`src/rtl/core/cst_pkg.sv`:
```
// shared types and constants of the client slot table
package cst_pkg;

  localparam int DEF_SLOTS = 16;
  localparam int KEY_W     = 32;
  localparam int TIME_W    = 32;
  localparam int SLOT_W    = 4;
  localparam int OCC_W     = 5;

  localparam logic [1:0] OP_APPEND = 2'd0;
  localparam logic [1:0] OP_DELETE = 2'd1;
  localparam logic [1:0] OP_FIND   = 2'd2;

  // controller to datapath
  typedef struct packed {
    logic start;
    logic scan;
    logic load_out;
  } ctl_cmd_t;

  // datapath to controller
  typedef struct packed {
    logic done;
    logic out_free;
  } dp_sts_t;

endpackage

```
`src/rtl/core/cst_ram.sv`:
```
// generic single write port ram with registered read
module cst_ram #(
  parameter int WIDTH = 32,
  parameter int DEPTH = 16
) (
  input  logic                     clk,
  input  logic                     we,
  input  logic [$clog2(DEPTH)-1:0] waddr,
  input  logic [WIDTH-1:0]         wdata,
  input  logic [$clog2(DEPTH)-1:0] raddr,
  output logic [WIDTH-1:0]         rdata
);

  logic [WIDTH-1:0] mem_r [DEPTH];
  logic [WIDTH-1:0] rdata_r;

  always_ff @(posedge clk) begin
    if (we) begin
      mem_r[waddr] <= wdata;
    end
    rdata_r <= mem_r[raddr];
  end

  assign rdata = rdata_r;

endmodule

```
`src/rtl/core/cst_datapath.sv`:
```
// slot storage, scan pipeline, occupancy tracking and result register
module cst_datapath #(
  parameter int SLOTS = cst_pkg::DEF_SLOTS
) (
  input  logic                      clk,
  input  logic                      rst_n,
  input  cst_pkg::ctl_cmd_t         cmd,
  output cst_pkg::dp_sts_t          sts,
  input  logic [1:0]                in_op,
  input  logic [cst_pkg::KEY_W-1:0] in_key,
  input  logic                      in_auth_in,
  input  logic [cst_pkg::TIME_W-1:0] in_time_in,
  output logic                      out_valid,
  input  logic                      out_stall,
  output logic                      out_ok,
  output logic [cst_pkg::SLOT_W-1:0] out_slot,
  output logic                      out_auth_out,
  output logic [cst_pkg::TIME_W-1:0] out_time_out,
  output logic [cst_pkg::OCC_W-1:0] out_occupied
);

  localparam int IW = $clog2(SLOTS);
  localparam int CW = $clog2(SLOTS + 1);
  localparam int PW = cst_pkg::TIME_W + 1;
  localparam logic [IW-1:0] LAST_IDX = IW'(SLOTS - 1);

  // captured operation
  logic [1:0]                 op_r;
  logic [cst_pkg::KEY_W-1:0]  key_r;
  logic                       auth_r;
  logic [cst_pkg::TIME_W-1:0] time_r;

  // read issue and compare stages
  logic [IW-1:0] rd_idx_r;
  logic          rd_live_r;
  logic          cmp_vld_r;
  logic [IW-1:0] cmp_idx_r;

  // slots holding a nonzero key, and their count
  logic [SLOTS-1:0] occ_r, occ_nxt;
  logic [CW-1:0]    cnt_r, cnt_nxt;

  // result of the current operation
  logic                       res_ok_r;
  logic [IW-1:0]              res_slot_r;
  logic                       res_auth_r;
  logic [cst_pkg::TIME_W-1:0] res_time_r;

  logic                       out_valid_r;
  logic                       out_ok_r;
  logic [cst_pkg::SLOT_W-1:0] out_slot_r;
  logic                       out_auth_r;
  logic [cst_pkg::TIME_W-1:0] out_time_r;
  logic [cst_pkg::OCC_W-1:0]  out_occ_r;

  logic [cst_pkg::KEY_W-1:0] key_rd;
  logic [PW-1:0]             pay_rd;

  logic eval, slot_used, key_match, is_last;
  logic op_app, op_del, op_find, op_other;
  logic app_hit, find_hit, del_hit;

  cst_ram #(.WIDTH(cst_pkg::KEY_W), .DEPTH(SLOTS)) u_key_ram (
    .clk   (clk),
    .we    (app_hit),
    .waddr (cmp_idx_r),
    .wdata (key_r),
    .raddr (rd_idx_r),
    .rdata (key_rd)
  );

  cst_ram #(.WIDTH(PW), .DEPTH(SLOTS)) u_pay_ram (
    .clk   (clk),
    .we    (app_hit),
    .waddr (cmp_idx_r),
    .wdata ({auth_r, time_r}),
    .raddr (rd_idx_r),
    .rdata (pay_rd)
  );

  always_comb begin
    op_app    = (op_r == cst_pkg::OP_APPEND);
    op_del    = (op_r == cst_pkg::OP_DELETE);
    op_find   = (op_r == cst_pkg::OP_FIND);
    op_other  = !(op_app || op_del || op_find);
    eval      = cmd.scan && cmp_vld_r;
    slot_used = occ_r[cmp_idx_r];
    key_match = slot_used && (key_rd == key_r);
    is_last   = (cmp_idx_r == LAST_IDX);
    app_hit   = eval && op_app && !slot_used;
    find_hit  = eval && op_find && (key_r != '0) && key_match;
    del_hit   = eval && op_del && key_match;
    sts.done  = op_other || (eval && (app_hit || find_hit || is_last));
    sts.out_free = !(out_valid_r && out_stall);
  end

  // occupancy: a zero key written by append leaves the slot free
  always_comb begin
    occ_nxt = occ_r;
    cnt_nxt = cnt_r;
    if (app_hit && (key_r != '0)) begin
      occ_nxt[cmp_idx_r] = 1'b1;
      cnt_nxt            = cnt_r + CW'(1);
    end else if (del_hit) begin
      occ_nxt[cmp_idx_r] = 1'b0;
      cnt_nxt            = cnt_r - CW'(1);
    end
  end

  always_ff @(posedge clk) begin
    if (!rst_n) begin
      occ_r     <= '0;
      cnt_r     <= '0;
      rd_live_r <= 1'b0;
      cmp_vld_r <= 1'b0;
    end else begin
      occ_r <= occ_nxt;
      cnt_r <= cnt_nxt;
      if (cmd.start) begin
        rd_live_r <= 1'b1;
        cmp_vld_r <= 1'b0;
      end else if (cmd.scan) begin
        cmp_vld_r <= rd_live_r;
        if (rd_idx_r == LAST_IDX) begin
          rd_live_r <= 1'b0;
        end
      end
    end
  end

  always_ff @(posedge clk) begin
    if (cmd.start) begin
      op_r       <= in_op;
      key_r      <= in_key;
      auth_r     <= in_auth_in;
      time_r     <= in_time_in;
      rd_idx_r   <= '0;
      res_ok_r   <= (in_op == cst_pkg::OP_DELETE);
      res_slot_r <= '0;
      res_auth_r <= 1'b0;
      res_time_r <= '0;
    end else begin
      if (cmd.scan && rd_live_r) begin
        cmp_idx_r <= rd_idx_r;
        if (rd_idx_r != LAST_IDX) begin
          rd_idx_r <= rd_idx_r + IW'(1);
        end
      end
      if (app_hit) begin
        res_ok_r   <= 1'b1;
        res_slot_r <= cmp_idx_r;
      end else if (find_hit) begin
        res_ok_r   <= 1'b1;
        res_slot_r <= cmp_idx_r;
        res_auth_r <= pay_rd[PW-1];
        res_time_r <= pay_rd[cst_pkg::TIME_W-1:0];
      end
    end
  end

  // output register
  always_ff @(posedge clk) begin
    if (!rst_n) begin
      out_valid_r <= 1'b0;
    end else if (cmd.load_out) begin
      out_valid_r <= 1'b1;
    end else if (!out_stall) begin
      out_valid_r <= 1'b0;
    end
  end

  always_ff @(posedge clk) begin
    if (cmd.load_out) begin
      out_ok_r   <= res_ok_r;
      out_slot_r <= cst_pkg::SLOT_W'(res_slot_r);
      out_auth_r <= res_auth_r;
      out_time_r <= res_time_r;
      out_occ_r  <= cst_pkg::OCC_W'(cnt_r);
    end
  end

  assign out_valid    = out_valid_r;
  assign out_ok       = out_ok_r;
  assign out_slot     = out_slot_r;
  assign out_auth_out = out_auth_r;
  assign out_time_out = out_time_r;
  assign out_occupied = out_occ_r;

endmodule

```
`src/rtl/core/cst_ctrl.sv`:
```
// sequencer: accept, scan the slots, hand the result to the output register
module cst_ctrl (
  input  logic              clk,
  input  logic              rst_n,
  input  logic              in_valid,
  output logic              in_stall,
  input  cst_pkg::dp_sts_t  sts,
  output cst_pkg::ctl_cmd_t cmd
);

  typedef enum logic [1:0] {
    ST_IDLE,
    ST_SCAN,
    ST_FIN
  } state_t;

  state_t state_r, state_nxt;
  logic   in_stall_r;

  always_comb begin
    state_nxt    = state_r;
    cmd.start    = 1'b0;
    cmd.scan     = 1'b0;
    cmd.load_out = 1'b0;
    unique case (state_r)
      ST_IDLE: begin
        if (in_valid) begin
          cmd.start = 1'b1;
          state_nxt = ST_SCAN;
        end
      end
      ST_SCAN: begin
        cmd.scan = 1'b1;
        if (sts.done) begin
          state_nxt = ST_FIN;
        end
      end
      ST_FIN: begin
        if (sts.out_free) begin
          cmd.load_out = 1'b1;
          state_nxt    = ST_IDLE;
        end
      end
      default: state_nxt = ST_IDLE;
    endcase
  end

  always_ff @(posedge clk) begin
    if (!rst_n) begin
      state_r    <= ST_IDLE;
      in_stall_r <= 1'b0;
    end else begin
      state_r    <= state_nxt;
      in_stall_r <= (state_nxt != ST_IDLE);
    end
  end

  assign in_stall = in_stall_r;

endmodule

```
`src/rtl/core/client_slot_table_core.sv`:
```
// top level of the client slot table
// usage:
//   input channel in_valid/in_stall carries one command beat: op (append,
//   delete, find), key, auth flag and connect time. a beat is taken when
//   in_valid is high and in_stall low.
//   result channel out_valid/out_stall returns exactly one beat per command:
//   ok, slot, stored auth flag and time of a find hit, and the number of
//   occupied slots after the command.
//   the slots are walked one per cycle through the key ram's registered read
//   port, so a find or append stops early at its first hit while a delete
//   always walks the whole table. an unused op code ends the command without
//   walking the table.
//   throughput is one command per scan; a new command is accepted as soon as
//   the previous result sits in the output register, even while stalled.
//   a stalled result holds in the output register; the next result waits in
//   the sequencer until that beat is taken.
//   reset (rst_n low, synchronous) marks every slot free at once through a
//   per-slot occupancy flag, so no clearing pass is needed; auth and time of
//   a slot are only ever read after an append has written them.
module client_slot_table_core #(
  parameter int SLOTS = cst_pkg::DEF_SLOTS
) (
  input  logic                        clk,
  input  logic                        rst_n,
  // command channel
  input  logic                        in_valid,
  output logic                        in_stall,
  input  logic [1:0]                  in_op,
  input  logic [cst_pkg::KEY_W-1:0]   in_key,
  input  logic                        in_auth_in,
  input  logic [cst_pkg::TIME_W-1:0]  in_time_in,
  // result channel
  output logic                        out_valid,
  input  logic                        out_stall,
  output logic                        out_ok,
  output logic [cst_pkg::SLOT_W-1:0]  out_slot,
  output logic                        out_auth_out,
  output logic [cst_pkg::TIME_W-1:0]  out_time_out,
  output logic [cst_pkg::OCC_W-1:0]   out_occupied
);

  cst_pkg::ctl_cmd_t cmd;
  cst_pkg::dp_sts_t  sts;

  // sequencer: idle -> scan -> hand-off
  cst_ctrl u_ctrl (
    .clk      (clk),
    .rst_n    (rst_n),
    .in_valid (in_valid),
    .in_stall (in_stall),
    .sts      (sts),
    .cmd      (cmd)
  );

  // slot rams, occupancy flags, compare stage and output register
  cst_datapath #(.SLOTS(SLOTS)) u_dp (
    .clk          (clk),
    .rst_n        (rst_n),
    .cmd          (cmd),
    .sts          (sts),
    .in_op        (in_op),
    .in_key       (in_key),
    .in_auth_in   (in_auth_in),
    .in_time_in   (in_time_in),
    .out_valid    (out_valid),
    .out_stall    (out_stall),
    .out_ok       (out_ok),
    .out_slot     (out_slot),
    .out_auth_out (out_auth_out),
    .out_time_out (out_time_out),
    .out_occupied (out_occupied)
  );

endmodule

```
`config.mk`:
```
export PLATFORM = sky130hd
export DESIGN_NAME = client_slot_table_core
export DESIGN_NICKNAME = d
export VERILOG_FILES = /design/src/rtl/core/cst_pkg.sv /design/src/rtl/core/cst_ram.sv /design/src/rtl/core/cst_datapath.sv /design/src/rtl/core/cst_ctrl.sv /design/src/rtl/core/client_slot_table_core.sv
export SDC_FILE = /design/constraint.sdc
export NUM_CORES = 1
export LEC_CHECK = 0
export BUFFER_PORTS_ARGS = -buffer_cell sky130_fd_sc_hd__clkbuf_2
export CAP_MARGIN = 20
export CORE_UTILIZATION = 50
export DETAILED_ROUTE_END_ITERATION = 8
export GPL_TIMING_DRIVEN = 0
export PLACE_DENSITY_LB_ADDON = 0.2
export SYNTH_ARGS = -nofsm -noshare
export SYNTH_HDL_FRONTEND = slang
export SYNTH_SLANG_ARGS = --single-unit
```
`constraint.sdc`:
```
create_clock -name clk -period 9.64 [get_ports clk]
set_input_delay 1.928 -clock clk [delete_from_list [all_inputs] [get_ports clk]]
set_output_delay 1.928 -clock clk [all_outputs]
set_load 0.02 [all_outputs]
```
# Word level (Yosys, flattened, before mapping)
# Memory sizes are Yosys's and may differ from the RTL's. A register that Yosys moved wholly into a read port is not among the register bits.
# Cells that the tools add are included.
# totals
regBits	183
latchBits	0
ram_bits	1040
mem_bits_ro	0
input_bits	71
output_inout_bits	45
memories	2
# op_classes
addsub	3
multipliers	0
div	0
magnitude_cmp	2
eq_ne	10
shift	0
mux	29
bitwise_logic	6
reduce_logical	35
# memory_table
name	depth	width	read_ports	rd_clocked_by_memory_dff	wr	line	rtl
u_dp.u_pay_ram.mem_r	16	33	1	1	1	cst_ram.sv:14	logic [WIDTH-1:0] mem_r [DEPTH];
u_dp.u_key_ram.mem_r	16	32	1	1	1	cst_ram.sv:14	
# op_table
cell	n
== test 32 bit	1
two-way mux 16 bit	2
nonzero test 32 bit	1
two-way mux 1 bit	17
bitwise AND 16 bit	1
NOT 16 bit	1
OR 16 bit	1
logical AND 1 bit	14
two-way mux 5 bit	2
nonzero test 2 bit	5
== test 4 bit (second input constant)	2
two-way mux 4 bit	2
AND reduction 2 bit	4
== test 2 x 1 -> 1 bit (second input constant)	3
two-way mux 2 bit	3
case mux 2 bit (3 select lines)	1
adder 5 x 1 -> 5 bit (second input constant)	1
logical OR 1 bit	5
less-than comparator 4 x 5 -> 1 bit (second input constant)	1
subtractor 5 x 1 -> 5 bit (second input constant)	1
adder 4 x 1 -> 4 bit (second input constant)	1
binary-select mux 1 bit (select 4 bit)	1
demux 1 bit (select 4 bit)	1
== test 2 bit (second input constant)	2
other kinds (8)	12

# Logic depth before layout (Yosys ltp)
# logic_depth
word_depth	13
depth_mapped	13

# Cells and area by module
# From an unflattened synthesis, not the netlist that was laid out.
# unflattened
cells_unflattened	2202
area_unflattened_um2	47456.8
# modules_own_cells
module	instances	cells_each	area_each_um2
cst_ram (u_dp.u_pay_ram)	1	864	20631.0
cst_ram (u_dp.u_key_ram)	1	838	19835.3
cst_datapath	1	485	6847.8
cst_ctrl	1	15	142.6

# Least setup slack after synthesis
# No wires, ideal clock.
# synth_timing
path_type	register -> register
from	reg u_dp.cmp_idx_r[3]
to	mem u_dp.u_key_ram.mem_r[24][0] (netlist: u_dp.u_key_ram.mem_r[12][0]), enable pin
setup_time_ps	648
arrival_ps	7533
required_time_ps	8992
path_slack_ps	1459
path_stages_with_launch	5
n_path_buf	0
synth_period_minus_slack_ps	8181
path_cell_list	edfxtp_1 mux2_1 or3_1 a31o_2 nor4_1
# synth_between
elab_chain_len	6
# synth_rtl
item	line	rtl
start: declaration	cst_datapath.sv:37	logic [IW-1:0] cmp_idx_r;
start signal: assignment	cst_datapath.sv:144	cmp_idx_r <= rd_idx_r;
binary-select mux 1 bit (select 4 bit)	cst_datapath.sv:87	slot_used = occ_r[cmp_idx_r];
two-way mux 1 bit (implied by the code)	cst_datapath.sv:87	
zero test 1 bit	cst_datapath.sv:90	app_hit = eval && op_app && !slot_used;
logical AND 1 bit	cst_datapath.sv:90	
two-way mux 1 bit	cst_ram.sv:18	if (we) begin
two-way mux 1 bit (implied by the code)	cst_ram.sv:19	mem_r[waddr] <= wdata;
end: declaration	cst_ram.sv:14	
# Parallel ways exist; a longest one is shown, timed or not. The select of a mux whose other input is x is not followed.

# Final worst setup path
# layout_timing
from	reg u_dp.cmp_idx_r[1]
to	mem u_dp.u_pay_ram.mem_r[13][16] (netlist bit), enable pin
# layout_between
elab_chain_len	6
# layout_rtl
item	line
binary-select mux 1 bit (select 4 bit)	cst_datapath.sv:87
two-way mux 1 bit (implied by the code)	cst_datapath.sv:87
zero test 1 bit	cst_datapath.sv:90
logical AND 1 bit	cst_datapath.sv:90
two-way mux 1 bit	cst_ram.sv:18
two-way mux 1 bit (implied by the code)	cst_ram.sv:19
end: declaration	cst_ram.sv:14
# Parallel ways exist; a longest one is shown, timed or not. The select of a mux whose other input is x is not followed.

==> impl_metrics.py <==
metrics = {
    "worst_setup_path": {
        "worstSetupPathType": "reg -> reg",
        "critPathMostFrequentCell": "buf_6",
        "cp_max_fo": 10,
        "cpLargestDelayFamily": "buffers and inverters",
        "ff2ff_setup_slack_ns": 4.86,
        "cpMaxStageDelayCell": "nor3_2",
        "reg2regPathDepth": 12,
        "path_cells": "clkbuf_1 -> nand2_1 -> o22ai_1 -> nand2_1 -> and2_1 -> clkbuf_1 -> nor3_2 -> buf_8 -> buf_4 -> buf_6 -> buf_6 -> buf_6",
        "critPathBufInv": 7,
        "required_ns": 10.06,
        "cp.arrival_ns": 5.20,
        "cp-start-kind": "flop",
        "path_depth": 12,
        "end_kind": "flop",
        "slowest_delay_ns": 0.87,
    },
    "grt": {
        "antenna_found_initial": 2,
        "grt.total_usage_pct": 23.79,
        "grt_pass1_wl_um": 161100,
        "overflow": 0,
        "grt_max_degree": 45,
        "grt_pass1_vias": 23540,
    },
    "drt": {
        "remaining_drc_errors": 0,
        "dr.pass1.iters": 5,
        "ant_nets": 0,
        "num_vias": 23010,
        "wl_per_cell_um": 29.00,
        "drtIter0Drc": 2759,
        "vias_per_cell": 6.003,
        "wl_um": 111200,
    },
    "floorplan": {
        "die_area_um2": 95930,
        "initial_utilization_pct": 50.58,
        "boundaryPins": 116,
        "core_area_um2": 93610,
        "die_w_um": 309.7,
        "die_y_um": 309.7,
        "rows": 112,
    },
    "power": {
        "pwr-share-clk_pct": 42.8,
        "power.total_mw": 11.96,
        "p_leak_nw": 17.67,
        "power.density_nw_per_um2": 214.6,
        "switching_share_pct": 20.63,
        "irDropWorstVdd_v": 0.0001299,
        "switching_power_mw": 2.467,
        "combinationalPowerShare_pct": 4.9,
        "seqPwrFrac_pct": 52.3,
        "p_int_mw": 9.495,
    },
    "timing": {
        "setup-violations-final": 0,
        "slew_headroom_pct": 27.17,
        "drv_slew": 0,
        "worst_slew_pin_slew_ns": 1.092,
        "timing.final.ws_setup_ns": 4.863,
        "clock_skew_ns": 0.03580,
        "hold_viol_final": 0,
        "fin_crit_ns": 4.777,
        "clock.fmax_ghz": 0.2093,
        "rsz0062_at_grt": "false",
        "fin_crit_sh_pct": 49.55,
    },
    "job": {
        "drv_cap": 0,
    },
    "clock_tree": {
        "cts_tree": "yes",
        "clkTransAtPathRegs_ns": 0.06,
        "ctsLongestPathBuffers": 3,
        "clock_sinks": 1288,
        "cts_hold_buf": 0,
        "clock_latency_ns": 0.73,
        "numCtsBuffers": 131,
        "cts_setup_buffers": 0,
        "cts_resized": 0,
        "root_buffer": "clkbuf_16",
        "htree_num_levels": 4,
    },
    "final_layout": {
        "syn2layout_area_growth_pct": 17.74,
        "drive_gt1_share_pct": 32.71,
        "fillers": 6621,
        "antennaDiodeCount": 0,
        "mostFrequentLayoutCell": "edfxtp_1",
        "fin_area_um2": 55750,
        "final_cell_mix": "1155 x edfxtp_1, 327 x mux4_2, 133 x dfxtp_1, 133 x clkbuf_16, 115 x clkbuf_2",
        "final_util_pct": 59.55,
        "final_net_count": 2548,
    },
    "place": {
        "dpl.hpwl_um": 73250,
        "placed_area_um2": 51290,
        "numPortBuffers": 114,
        "routabilityCongestion": 0.7982,
        "post-place-ws_ns": 5.028,
    },
    "logic_synthesis": {
        "synth_seq_area_share_pct": 78.88,
        "netlist_area_um2": 47350,
        "synth_edf_count": 1155,
        "ys_types": 51,
        "synth.yosys.warnings": 0,
        "async_flop_share_pct": 0,
        "yosysTopAreaCellShare_pct": 73.25,
        "synth_compound_area_share_pct": 1.702,
        "postSynthAreaPerCell_um2": 22.78,
        "yosysTopAreaCell": "edfxtp_1",
        "synth_xor_area_share_pct": 0.6474,
        "synthMuxAreaShare_pct": 15.83,
        "ys.flop_type": "edfxtp_1",
        "synth_seq_cells": 1288,
        "synthTopCellsByArea": "edfxtp_1 73%, mux4_2 16%, dfxtp_1 5.6%",
        "synth_top_family_by_area": "multiplexers",
        "synthSimpleGateAreaFrac_pct": 1.741,
        "synth-adder-area-share_pct": 0.1480,
        "synth_nets": 2154,
        "syn_inst": 2078,
    },
    "worst_hold_path": {
        "hold_depth": 0,
        "holdCritPathClass": "reg -> reg",
    },
    "outcome": {
        "status": "completed",
    },
}
[flip-flops by register name, summed over array words and instances, names as in the netlist, 2 cells and up, named ones only]
register              flops
u_dp.out_slot             4
u_dp.rd_idx_r             4
u_dp.out_time_out        32
u_dp.u_key_ram.rdata     32
u_dp.res_time_r          32
u_dp.cnt_r                5
u_dp.time_r              32
u_dp.u_pay_ram.rdata     33
u_ctrl.state_r            2
u_dp.op_r                 2
u_dp.u_pay_ram.mem_r    528
u_dp.res_slot_r           4
u_dp.out_occupied         5
u_dp.key_r               32
u_dp.u_key_ram.mem_r    512
u_dp.cmp_idx_r            4
[path summary, 6_finish.rpt]
kind                     start                      endpoint
max          u_dp.cmp_idx_r[1]  u_dp.u_pay_ram.mem_r[13][16]
max reg2reg  u_dp.cmp_idx_r[1]  u_dp.u_pay_ram.mem_r[13][16]
min              u_dp.res_ok_r                   u_dp.out_ok
min reg2reg      u_dp.res_ok_r                   u_dp.out_ok
[layout make-up]
class | instances | area, um2 | area share [%]
timing repair buffer | 261 | 2336 | 4.190
clock inverter | 66 | 779.5 | 1.398
clock buffer | 175 | 3606 | 6.469
buffer | 109 | 470.5 | 0.8439
inverter | 8 | 30.03 | 0.05387
sequential | 1288 | 37350 | 66.99
tap | 1254 | 1569 | 2.815
multi-input combinational | 673 | 9609 | 17.24
[cells by family (layout without fill, tap and decap cells)]
family | Yosys count | count (layout)
AOI/OAI and AO/OA | 129 | 129
DFF | 1288 | 1288
muxes | 340 | 340
and+or+nand+nor | 164 | 164
xor gates and xnor gates | 35 | 35
adders and majority gates | 5 | 5
buffers and inverters | 117 | 619
[through the flow]
step / std cells / hold WS (ns) / setup TNS, ns
floorplan: 2078 / 0.4003 / 0
global placement: 3446 / 0.4030 / -3457.89
detailed placement: 3588 / 0.4115 / 0
CTS: 3829 / 0.4263 / 0
global route: 3834 / 0.4366 / 0
finish: 3834 / 0.4250 / 0
[per-layer routing]
metal	vias to the layer above	routed length [um]	global-route usage, %	part of all wire (%)
li1	9546	-	-	-
met1	12290	46950	34.50	42
met2	1017	53800	37.59	48
met3	160	8350	4.201	7.5
met4	0	2104	6.401	1.9
met5	-	0	0	0
[worst reg2reg max path, cell delays in order, from the launching register on]
cell	delay (ns)
edfxtp_1	0.39
clkbuf_1	0.43
nand2_1	0.40
o22ai_1	0.43
nand2_1	0.21
and2_1	0.33
clkbuf_1	0.38
nor3_2	0.88
buf_8	0.24
buf_4	0.24
buf_6	0.19
buf_6	0.18
buf_6	0.17
[power by group through the flow]
stage | registers (mW) | clock network (mW) | logic, mW
6_report | 6.26 | 5.13 | 0.580
5_1_grt | 6.26 | 5.41 | 0.620
4_1_cts | 6.25 | 5.20 | 0.587
3_5_place_dp | 6.37 | 0 | 0.584
3_3_place_gp | 6.37 | 0 | 0.564
2_1_floorplan | 6.33 | 0 | 0.401
[synth_stat cells (all sizes together) (3+ instances only)]
library cell,count
nand2,41
clkbuf,68
ha,4
nand3,39
buf,41
nor4,14
edfxtp,1155
mux4,327
nand4,12
mux2i,11
nor2,17
dfxtp,133
o21ai,37
and2,3
inv,8
nand2b,4
a31oi,16
nor3,18
xnor2,33
nor2b,6
a31o,17
a21oi,47
Power figures use the tool's default switching activity.
